### src/hw/rtl/desu_pkg.sv
// shared types and constants for the der ecdsa signature unpacker
package desu_pkg;

    // der tags and the long-form length flag
    localparam logic [7:0] TAG_SEQUENCE = 8'h30;
    localparam logic [7:0] TAG_INTEGER  = 8'h02;
    localparam logic [7:0] LEN_LONG_BIT = 8'h80;

    // result status codes
    localparam logic [2:0] ST_OK           = 3'd0;
    localparam logic [2:0] ST_BAD_SEQ_TAG  = 3'd1;
    localparam logic [2:0] ST_LONG_LEN     = 3'd2;
    localparam logic [2:0] ST_LEN_OVERFLOW = 3'd3;
    localparam logic [2:0] ST_BAD_INT_TAG  = 3'd4;
    localparam logic [2:0] ST_TRUNCATED    = 3'd5;

    // parser phases, one-hot
    typedef enum logic [7:0] {
        PH_SEQ_TAG = 8'b0000_0001,
        PH_SEQ_LEN = 8'b0000_0010,
        PH_R_TAG   = 8'b0000_0100,
        PH_R_LEN   = 8'b0000_1000,
        PH_R_BODY  = 8'b0001_0000,
        PH_S_TAG   = 8'b0010_0000,
        PH_S_LEN   = 8'b0100_0000,
        PH_S_BODY  = 8'b1000_0000
    } t_phase;

endpackage

### src/hw/rtl/der_ecdsa_signature_unpack_top.sv
// der ecdsa signature unpacker: der sequence of two integers to raw r||s words
//
// Input channel (i_valid / o_stall): one byte of the der signature per request,
// with the total encoded length on every byte and i_frame_end on the last byte.
// Output channel (o_valid / i_stall): on each frame end the block gives either
// SIG_WORDS requests of 64 bits holding r||s (first byte most significant), or a
// single request with a zero word and the error code in o_status. o_burst_end
// marks the last request of a signature.
// Throughput: one byte per cycle while o_stall is low. An accepted byte is held
// in the input register and then steps the parser; the step of a frame-end byte
// also loads the output word buffer, from which the first result is offered.
// The buffer drains one word per cycle while i_stall is low; a frame-end byte
// waits in the input register (o_stall high) while the buffer still holds more
// than one word or its last word is stalled, so signatures shorter than
// SIG_WORDS bytes are limited by the output rate.
// Reset clears the parser, the input register and the output buffer count;
// no results are pending afterwards. When the receiver stalls, the current word
// holds and input bytes keep flowing until a frame end meets the busy buffer.
module der_ecdsa_signature_unpack_top
    import desu_pkg::*;
#(
    parameter int COORD_BYTES = 32
) (
    input  logic        i_clk,
    input  logic        i_rst_n,
    input  logic        i_valid,
    output logic        o_stall,
    input  logic [7:0]  i_data_byte,
    input  logic [7:0]  i_total_length,
    input  logic        i_frame_end,
    output logic        o_valid,
    input  logic        i_stall,
    output logic [63:0] o_sig_word,
    output logic [2:0]  o_status,
    output logic        o_burst_end
);

    localparam int CoordW   = COORD_BYTES * 8;
    localparam int SigBytes = 2 * COORD_BYTES;
    localparam int SigWords = (SigBytes + 7) / 8;
    localparam int BufW     = SigWords * 64;
    localparam int PadBits  = BufW - SigBytes * 8;
    localparam int CntW     = $clog2(SigWords + 1);

    // input register
    logic              r_in_valid;
    logic [7:0]        r_in_byte;
    logic [7:0]        r_in_total;
    logic              r_in_fe;

    // parser state
    t_phase            r_phase, n_phase;
    logic [7:0]        r_left, n_left;
    logic [7:0]        r_pos, n_pos;
    logic [2:0]        r_err, n_err;
    logic [CoordW-1:0] r_shift, n_shift;
    logic [CoordW-1:0] r_saved, n_saved;

    // output word buffer
    logic [BufW-1:0]   r_ob_data;
    logic [2:0]        r_ob_status;
    logic [CntW-1:0]   r_ob_cnt;

    logic              ob_free;
    logic              fire;
    logic              pop;
    logic              in_accept;
    logic              complete;
    logic              n_complete;
    logic [2:0]        fin_err;
    logic [BufW-1:0]   packed_sig;

    // handshake and flow control
    assign o_valid   = (r_ob_cnt != '0);
    assign pop       = o_valid && !i_stall;
    assign ob_free   = (r_ob_cnt == '0) || ((r_ob_cnt == CntW'(1)) && !i_stall);
    assign fire      = r_in_valid && (!r_in_fe || ob_free);
    assign o_stall   = r_in_valid && !fire;
    assign in_accept = i_valid && !o_stall;

    assign o_sig_word  = r_ob_data[BufW-1 -: 64];
    assign o_status    = r_ob_status;
    assign o_burst_end = (r_ob_cnt == CntW'(1));

    // input register
    always_ff @(posedge i_clk) begin
        if (!i_rst_n) begin
            r_in_valid <= 1'b0;
        end else if (in_accept) begin
            r_in_valid <= 1'b1;
        end else if (fire) begin
            r_in_valid <= 1'b0;
        end
    end

    always_ff @(posedge i_clk) begin
        if (in_accept) begin
            r_in_byte  <= i_data_byte;
            r_in_total <= i_total_length;
            r_in_fe    <= i_frame_end;
        end
    end

    // per-byte parser step
    assign complete = (r_phase == PH_S_BODY) && (r_left == '0);

    always_comb begin
        n_phase = r_phase;
        n_left  = r_left;
        n_pos   = r_pos;
        n_err   = r_err;
        n_shift = r_shift;
        n_saved = r_saved;
        if (r_err == ST_OK && !complete) begin
            if (r_pos >= r_in_total) begin
                n_err = ST_TRUNCATED;
            end else begin
                case (r_phase)
                    PH_SEQ_TAG: begin
                        if (r_in_byte != TAG_SEQUENCE) n_err = ST_BAD_SEQ_TAG;
                        else n_phase = PH_SEQ_LEN;
                    end
                    PH_SEQ_LEN: begin
                        if ((r_in_byte & LEN_LONG_BIT) != '0) begin
                            n_err = ST_LONG_LEN;
                        end else if (({1'b0, r_in_byte} + 9'd2) > {1'b0, r_in_total}) begin
                            n_err = ST_LEN_OVERFLOW;
                        end else begin
                            n_phase = PH_R_TAG;
                        end
                    end
                    PH_R_TAG, PH_S_TAG: begin
                        if (r_in_byte != TAG_INTEGER) n_err = ST_BAD_INT_TAG;
                        else n_phase = (r_phase == PH_R_TAG) ? PH_R_LEN : PH_S_LEN;
                    end
                    PH_R_LEN: begin
                        n_shift = '0;
                        n_left  = r_in_byte;
                        if (r_in_byte != '0) begin
                            n_phase = PH_R_BODY;
                        end else begin
                            n_saved = '0;
                            n_phase = PH_S_TAG;
                        end
                    end
                    PH_R_BODY: begin
                        n_shift = {r_shift[CoordW-9:0], r_in_byte};
                        n_left  = r_left - 8'd1;
                        if (r_left == 8'd1) begin
                            n_saved = n_shift;
                            n_phase = PH_S_TAG;
                        end
                    end
                    PH_S_LEN: begin
                        n_shift = '0;
                        n_left  = r_in_byte;
                        n_phase = PH_S_BODY;
                    end
                    PH_S_BODY: begin
                        n_shift = {r_shift[CoordW-9:0], r_in_byte};
                        n_left  = r_left - 8'd1;
                    end
                    default: begin
                        n_phase = PH_SEQ_TAG;
                    end
                endcase
            end
        end
        if (r_pos != 8'hFF) n_pos = r_pos + 8'd1;
    end

    // frame-end verdict and packed r||s
    assign n_complete = (n_phase == PH_S_BODY) && (n_left == '0);
    assign fin_err    = (n_err == ST_OK && !n_complete) ? ST_TRUNCATED : n_err;
    assign packed_sig = BufW'({n_saved, n_shift}) << PadBits;

    // parser control state, back to start after each frame end
    always_ff @(posedge i_clk) begin
        if (!i_rst_n) begin
            r_phase <= PH_SEQ_TAG;
            r_left  <= '0;
            r_pos   <= '0;
            r_err   <= ST_OK;
        end else if (fire) begin
            if (r_in_fe) begin
                r_phase <= PH_SEQ_TAG;
                r_left  <= '0;
                r_pos   <= '0;
                r_err   <= ST_OK;
            end else begin
                r_phase <= n_phase;
                r_left  <= n_left;
                r_pos   <= n_pos;
                r_err   <= n_err;
            end
        end
    end

    // integer registers, always rewritten before use
    always_ff @(posedge i_clk) begin
        if (fire) begin
            r_shift <= n_shift;
            r_saved <= n_saved;
        end
    end

    // output buffer count
    always_ff @(posedge i_clk) begin
        if (!i_rst_n) begin
            r_ob_cnt <= '0;
        end else if (fire && r_in_fe) begin
            r_ob_cnt <= (fin_err != ST_OK) ? CntW'(1) : CntW'(SigWords);
        end else if (pop) begin
            r_ob_cnt <= r_ob_cnt - CntW'(1);
        end
    end

    // output buffer words, shifted out from the top
    always_ff @(posedge i_clk) begin
        if (fire && r_in_fe) begin
            r_ob_data   <= (fin_err != ST_OK) ? '0 : packed_sig;
            r_ob_status <= fin_err;
        end else if (pop) begin
            r_ob_data <= r_ob_data << 64;
        end
    end

`ifndef NO_ASSERTIONS
    a_err_result_single: assert property (@(posedge i_clk) disable iff (!i_rst_n)
        (o_valid && o_status != ST_OK) |-> (o_sig_word == '0 && o_burst_end))
        else $error("error result is not a single zero word");

    a_cnt_bound: assert property (@(posedge i_clk) disable iff (!i_rst_n)
        r_ob_cnt <= CntW'(SigWords))
        else $error("output word count beyond burst length");

    a_stall_needs_item: assert property (@(posedge i_clk) disable iff (!i_rst_n)
        o_stall |-> (r_in_valid && r_in_fe && o_valid))
        else $error("input stalled without a waiting frame end");

    a_reset_phase: assert property (@(posedge i_clk)
        !i_rst_n |=> (r_phase == PH_SEQ_TAG && r_ob_cnt == '0))
        else $error("parser or buffer not cleared by reset");

    a_frame_restart: assert property (@(posedge i_clk) disable iff (!i_rst_n)
        (fire && r_in_fe) |=> (r_phase == PH_SEQ_TAG && r_err == ST_OK && o_valid))
        else $error("frame end did not restart parser and load results");
`endif

endmodule
### config.mk
export PLATFORM = sky130hd
export DESIGN_NAME = der_ecdsa_signature_unpack_top
export DESIGN_NICKNAME = d
export VERILOG_FILES = /design/src/hw/rtl/desu_pkg.sv /design/src/hw/rtl/der_ecdsa_signature_unpack_top.sv
export SDC_FILE = /design/constraint.sdc
export NUM_CORES = 2
export LEC_CHECK = 0
export ABC_CLOCK_PERIOD_IN_PS = 34700
export BUFFER_PORTS_ARGS = -buffer_cell sky130_fd_sc_hd__buf_2
export CAP_MARGIN = 20
export CORE_AREA = 10 10 274 276
export CTS_CLUSTER_DIAMETER = 100
export DETAILED_ROUTE_END_ITERATION = 8
export DIE_AREA = 0 0 284 286
export GPL_ROUTABILITY_DRIVEN = 0
export MAX_ROUTING_LAYER = met4
export PLACE_DENSITY = 0.86
export RECOVER_POWER = 100
export SYNTH_ARGS = -nofsm -noshare
export SYNTH_HDL_FRONTEND = slang
export SYNTH_SLANG_ARGS = --single-unit
### constraint.sdc
create_clock -name i_clk -period 34.7 [get_ports i_clk]
set_input_delay 6.94 -clock i_clk [delete_from_list [all_inputs] [get_ports i_clk]]
set_output_delay 6.94 -clock i_clk [all_outputs]
set_load 0.03 [all_outputs]
## Yosys cells after proc, flatten, opt, wreduce, memory -nomap -nowiden

Cells that the tools add are included.

- Logic and storage cells: 108
- Bits of input ports: 21
- Register bits: 1076

- Equal/unequal tests: 14
- $add $sub $neg: 4
- Multiplexer cells: 42
- Reduce and logical (&&, ||, !) cells: 33
- Magnitude comparators: 2

Operators with widths:

| cell | count |
|---|---|
| 256-bit 2-to-1 mux | 6 |
| 512-bit 2-to-1 mux | 3 |
| 256-bit one-hot mux with 2 select lines | 2 |
| 8-bit 2-to-1 mux | 13 |
| 8-bit one-hot mux with 7 select lines | 1 |
| 3-bit 2-to-1 mux | 8 |
| 8-bit by 1-bit == test with 1-bit output (second input constant) | 2 |
| 8-bit == test (second input constant) | 2 |
| 8-bit logical NOT | 2 |
| 8-bit one-hot mux with 2 select lines | 1 |
| 4-bit 2-to-1 mux | 3 |
| 1-bit logical AND | 10 |
| 8-bit by 2-bit adder with 9-bit output (second input constant) | 1 |
| 9-bit by 8-bit greater-than comparator with 1-bit output | 1 |
| 3-bit one-hot mux with 3 select lines | 1 |
| 8-bit by 1-bit adder with 8-bit output (second input constant) | 1 |
| 8-bit by 2-bit == test with 1-bit output (second input constant) | 1 |
| 8-bit by 3-bit == test with 1-bit output (second input constant) | 1 |
| 8-bit by 4-bit == test with 1-bit output (second input constant) | 1 |
| 8-bit by 5-bit == test with 1-bit output (second input constant) | 1 |
| 8-bit by 6-bit == test with 1-bit output (second input constant) | 1 |
| 8-bit by 7-bit == test with 1-bit output (second input constant) | 1 |
| 8-bit greater-or-equal comparator | 1 |
| 8-bit by 2-bit inequality test with 1-bit output (second input constant) | 1 |
| other kinds (18) | 30 |

## Logic depth before layout (Yosys ltp)

- Word-level depth: 15
- Depth in mapped cells: 16

## Worst setup path after synthesis

No wires, ideal clock.

- Path kind: input -> register
- From: input port i_stall
- To: register r_phase[1]
- Library setup time: 0.071 ns
- Stages: 6
- Arrival time: 21.035 ns
- Required time: 34.629 ns
- Path buffers: 0
- Setup slack: 13.593 ns
- Cell sequence: o21ai_0 o21ai_0 clkinv_1 o21ai_0 a22oi_1 nor2b_1

- Longest elaborated chain between the ends: 5

Ends and longest elaborated chain:

| item | line | source |
|---|---|---|
| start: declaration | der_ecdsa_signature_unpack_top.sv:32 | `input logic i_stall,` |
| 1-bit logical NOT | der_ecdsa_signature_unpack_top.sv:76 | `assign ob_free = (r_ob_cnt == '0) \|\| ((r_ob_cnt == CntW'(1)) && !i_stall);` |
| 1-bit logical AND | der_ecdsa_signature_unpack_top.sv:76 |  |
| 1-bit logical OR | der_ecdsa_signature_unpack_top.sv:76 |  |
| 1-bit logical OR | der_ecdsa_signature_unpack_top.sv:77 | `assign fire = r_in_valid && (!r_in_fe \|\| ob_free);` |
| 1-bit logical AND | der_ecdsa_signature_unpack_top.sv:77 |  |
| via fire | der_ecdsa_signature_unpack_top.sv:65 | `logic fire;` |
| end signal: assignment | der_ecdsa_signature_unpack_top.sv:191 | `r_phase <= n_phase;` |
| end: declaration | der_ecdsa_signature_unpack_top.sv:52 | `t_phase r_phase, n_phase;` |

The timed path passes the listed nets, and every way through them passes these cells.
A chain may end at the register's enable or synchronous reset.

## Worst setup path in the final report

- From: input port i_stall
- To: register r_shift[113], enable pin

- Longest elaborated chain between the ends: 5

Ends and longest elaborated chain:

| item | line | source |
|---|---|---|
| 1-bit logical NOT | der_ecdsa_signature_unpack_top.sv:76 |  |
| 1-bit logical AND | der_ecdsa_signature_unpack_top.sv:76 |  |
| 1-bit logical OR | der_ecdsa_signature_unpack_top.sv:76 |  |
| 1-bit logical OR | der_ecdsa_signature_unpack_top.sv:77 |  |
| 1-bit logical AND | der_ecdsa_signature_unpack_top.sv:77 |  |
| via fire | der_ecdsa_signature_unpack_top.sv:65 |  |
| end signal: assignment | der_ecdsa_signature_unpack_top.sv:202 | `r_shift <= n_shift;` |
| end: declaration | der_ecdsa_signature_unpack_top.sv:56 | `logic [CoordW-1:0] r_shift, n_shift;` |

The timed path passes the listed nets, and every way through them passes these cells.

==> flow_summary.json <==
{
  "rsz0062_at_grt": "false",
  "cp.arrival_ns": 22.55,
  "cts_buffers": 103,
  "cts_setup_buffers": 0,
  "hpwl_mm": 57.0,
  "fin_setup_tns_ns": 0,
  "leakage_nw": 16.1,
  "syn2layout_area_growth_pct": 7.68,
  "grt_pass1_vias": 26200,
  "ioPinCount": 91,
  "relSlewSlack": -5.90,
  "seq_area_frac_synth": 0.715,
  "ys_async_sr_fraction": 0,
  "hp-class": "flip-flop to flip-flop",
  "clock-sinks": 1076,
  "fp-row-count": 97,
  "synth_seq_cells": 1076,
  "yosysTopAreaCell": "edfxtp_1",
  "cts.htree.levels": 3,
  "dp.cells": 3504,
  "drc": 0,
  "synth_edf_count": 1044,
  "r2r-start": "r_pos[2]",
  "fin_crit_sh": 0.645,
  "setup_ws_ns": 12.32,
  "fin_crit_ns": 22.38,
  "setup.worst_path.end_class": "flip-flop",
  "critPathTopFamily": "buffers and inverters",
  "cpMaxStageDelayCell": "clkbuf_1",
  "core-area_um2": 69500,
  "antenna_found_initial": 0,
  "synth.avg_cell_area_um2": 16.3,
  "criticalPathCategory": "input pin to flip-flop",
  "cp_common_cell": "clkbuf_1",
  "outcome": "finished with violations",
  "ys.flop_type": "edfxtp_1",
  "num_vias": 27300,
  "cp-endpoint": "r_shift[113]",
  "path_cells": "clkbuf_1 -> o21ai_0 -> o21ai_0 -> clkbuf_1 -> clkinvlp_2 -> clkbuf_1 -> clkbuf_1",
  "postPlaceCellArea_um2": 45000,
  "fmax_ghz": 0.0447,
  "postRouteAntennaNets": 0,
  "crit_fanout": 185,
  "holdWs_ns": 0.512,
  "synthesis.area_um2": 44800,
  "finClkSkew_ns": 0.0306,
  "diodes": 0,
  "synth_nets": 2789,
  "synth_cell_types": 69,
  "critPathMaxStageDelay_ns": 7.44,
  "cts_tree": "done",
  "drt-wirelength-per-cell_um": 28.6,
  "cts_resized": 0,
  "ff2ff_path_depth": 12,
  "worst_pin_slew_ns": 10.35,
  "slew_violations": 2245,
  "clk_path_buf_depth": 3,
  "violations": "max-capacitance violations, max-slew violations",
  "setup_violations": 0,
  "totalPowerFinal_mw": 4.47,
  "io_buffers": 90,
  "synth_top_cell_area_share": 0.701,
  "viasPerCell": 7.40,
  "grt_pass1_wl_mm": 162,
  "root_buffer": "clkbuf_16",
  "cap_violations": 24,
  "drtIter0Drc": 3987,
  "r2r_slack_ns": 16.50,
  "detail_route.first_pass.iterations": 6,
  "final_nets": 2713,
  "cp_num_buf_inv": 5,
  "die_height_um": 286,
  "hold_buffers": 0,
  "grt_max_degree": 209,
  "final_cell_area_um2": 48200,
  "dp_slack_ns": 19.81,
  "start_util": 0.644,
  "drive_above_1_share": 0.0701,
  "track_usage": 0.260,
  "wl_mm": 106,
  "insertion_delay_ns": 0.69,
  "powerDensity_nw_per_um2": 92.7,
  "synthTopCellsByArea": "edfxtp_1 70%, a22o_1 19%, dfxtp_1 1.4%, clkbuf_1 1.4%, buf_4 1.1%",
  "grt_overflow": 0,
  "reg2reg_to": "r_ob_data[496]",
  "worst-path-stages": 7,
  "peakVddDrop_uv": 64.9,
  "syn_inst": 2746,
  "crit_required_ns": 34.87,
  "dieArea_um2": 81200,
  "utilization": 0.693,
  "final_cells": 3693,
  "startpoint": "i_stall",
  "startpoint_type": "input pin",
  "path_clk_slew_ns": 0.06,
  "finalHoldViolCount": 0,
  "dieWidth_um": 284,
  "yosysWarnings": 0
}
-- worst register-to-register path, stage by stage (launching register included) --
cell	delay (ns)
dfxtp_1	0.42
ha_1	0.29
a211oi_1	0.20
o21ai_1	0.15
a21oi_1	0.77
nand3_4	0.18
clkbuf_1	1.71
a221oi_1	0.85
nor4b_1	0.52
and3_1	1.97
clkbuf_1	3.15
clkbuf_1	6.66
a22o_1	1.13
-- placed cells by master, fill, tap and decap left out, types with 4 or more instances in the layout --
master / instances
edfxtp_1: 1044
a22o_1: 961
clkbuf_1: 109
clkbuf_16: 103
nor2b_1: 79
nor2_1: 33
nand2_1: 33
dfxtp_1: 32
inv_1: 29
clkinv_1: 25
a21oi_1: 22
ha_1: 22
o21ai_0: 19
buf_2: 19
nor3_1: 17
bufinv_16: 17
nand3_1: 16
clkinv_2: 15
xnor2_1: 10
and3_1: 9
and2_1: 7
a21boi_0: 7
xor2_1: 5
or2_2: 5
a22oi_1: 5
a32oi_1: 5
nand4_1: 5
buf_4: 5
nand2b_1: 4
nor4b_1: 4
a211oi_1: 4
clkinvlp_4: 4
-- power by group --
group / internal, mW / switching (mW)
clock network: 0.672 / 0.491
registers: 2.18 / 0.214
logic: 0.335 / 0.572
total: 3.19 / 1.28
-- layout make-up --
cell class / count / area, µm²
Tap cell: 940 / 1180
Sequential cell: 1076 / 32000
Fill cell: 4088 / 21400
Inverter: 30 / 114
Clock inverter: 69 / 817
Timing Repair Buffer: 120 / 549
Multi-Input combinational cell: 1339 / 10900
Clock buffer: 119 / 2640
-- synthesized netlist by cell type (19+ instances only) --
| master | number |
|---|---|
| a22o_1 | 961 |
| inv_1 | 29 |
| dfxtp_1 | 32 |
| nand2_1 | 34 |
| buf_6 | 44 |
| ha_1 | 22 |
| nor2_1 | 34 |
| o21ai_0 | 19 |
| nor2b_1 | 79 |
| clkbuf_1 | 170 |
| buf_4 | 66 |
| a21oi_1 | 21 |
| edfxtp_1 | 1044 |
-- registers in the layout, indices dropped and copies added (netlist names) --
signal,count
r_in_byte,8
r_ob_cnt,4
r_shift,256
r_pos,8
r_phase,8
r_in_valid,1
r_in_fe,1
o_status,3
r_saved,256
r_ob_data,512
r_err,3
r_left,8
r_in_total,8
-- routing by layer --
| metal | track usage | vias up | routed length [µm] |
|---|---|---|---|
| met5 | - | - | 0 |
| met1 | 0.351 | 13900 | 40000 |
| met2 | 0.396 | 1967 | 50500 |
| li1 | - | 11200 | - |
| met3 | 0.0491 | 291 | 11200 |
| met4 | 0.0909 | 0 | 4090 |
-- cell families (layout without fill, tap and decap cells) --
family	Yosys count	after routing	share of synthesized area
flip-flops	1076	1076	0.715
buffers and inverters	331	338	0.0419
AO/OA/AOI/OAI	1060	1060	0.203
XOR/XNOR	15	15	0.00294
AND/OR/NAND/NOR	242	242	0.0310
adder cells (fa/ha/maj)	22	22	0.00615
-- how the worst min path moves through the flow --
stage                        start              to  cells after the start  slack [ns]
global route        r_ob_data[314]  r_ob_data[378]                      1        0.55
CTS                       r_err[0]        r_err[0]                      2        0.52
global placement         r_left[4]       r_left[4]                      2        0.49
finish                  r_in_valid       r_left[4]                      2        0.51
floorplan                 r_err[0]        r_err[0]                      2        0.46
detailed placement        r_err[0]        r_err[0]                      2        0.51
(Power assumes the default switching activity.)
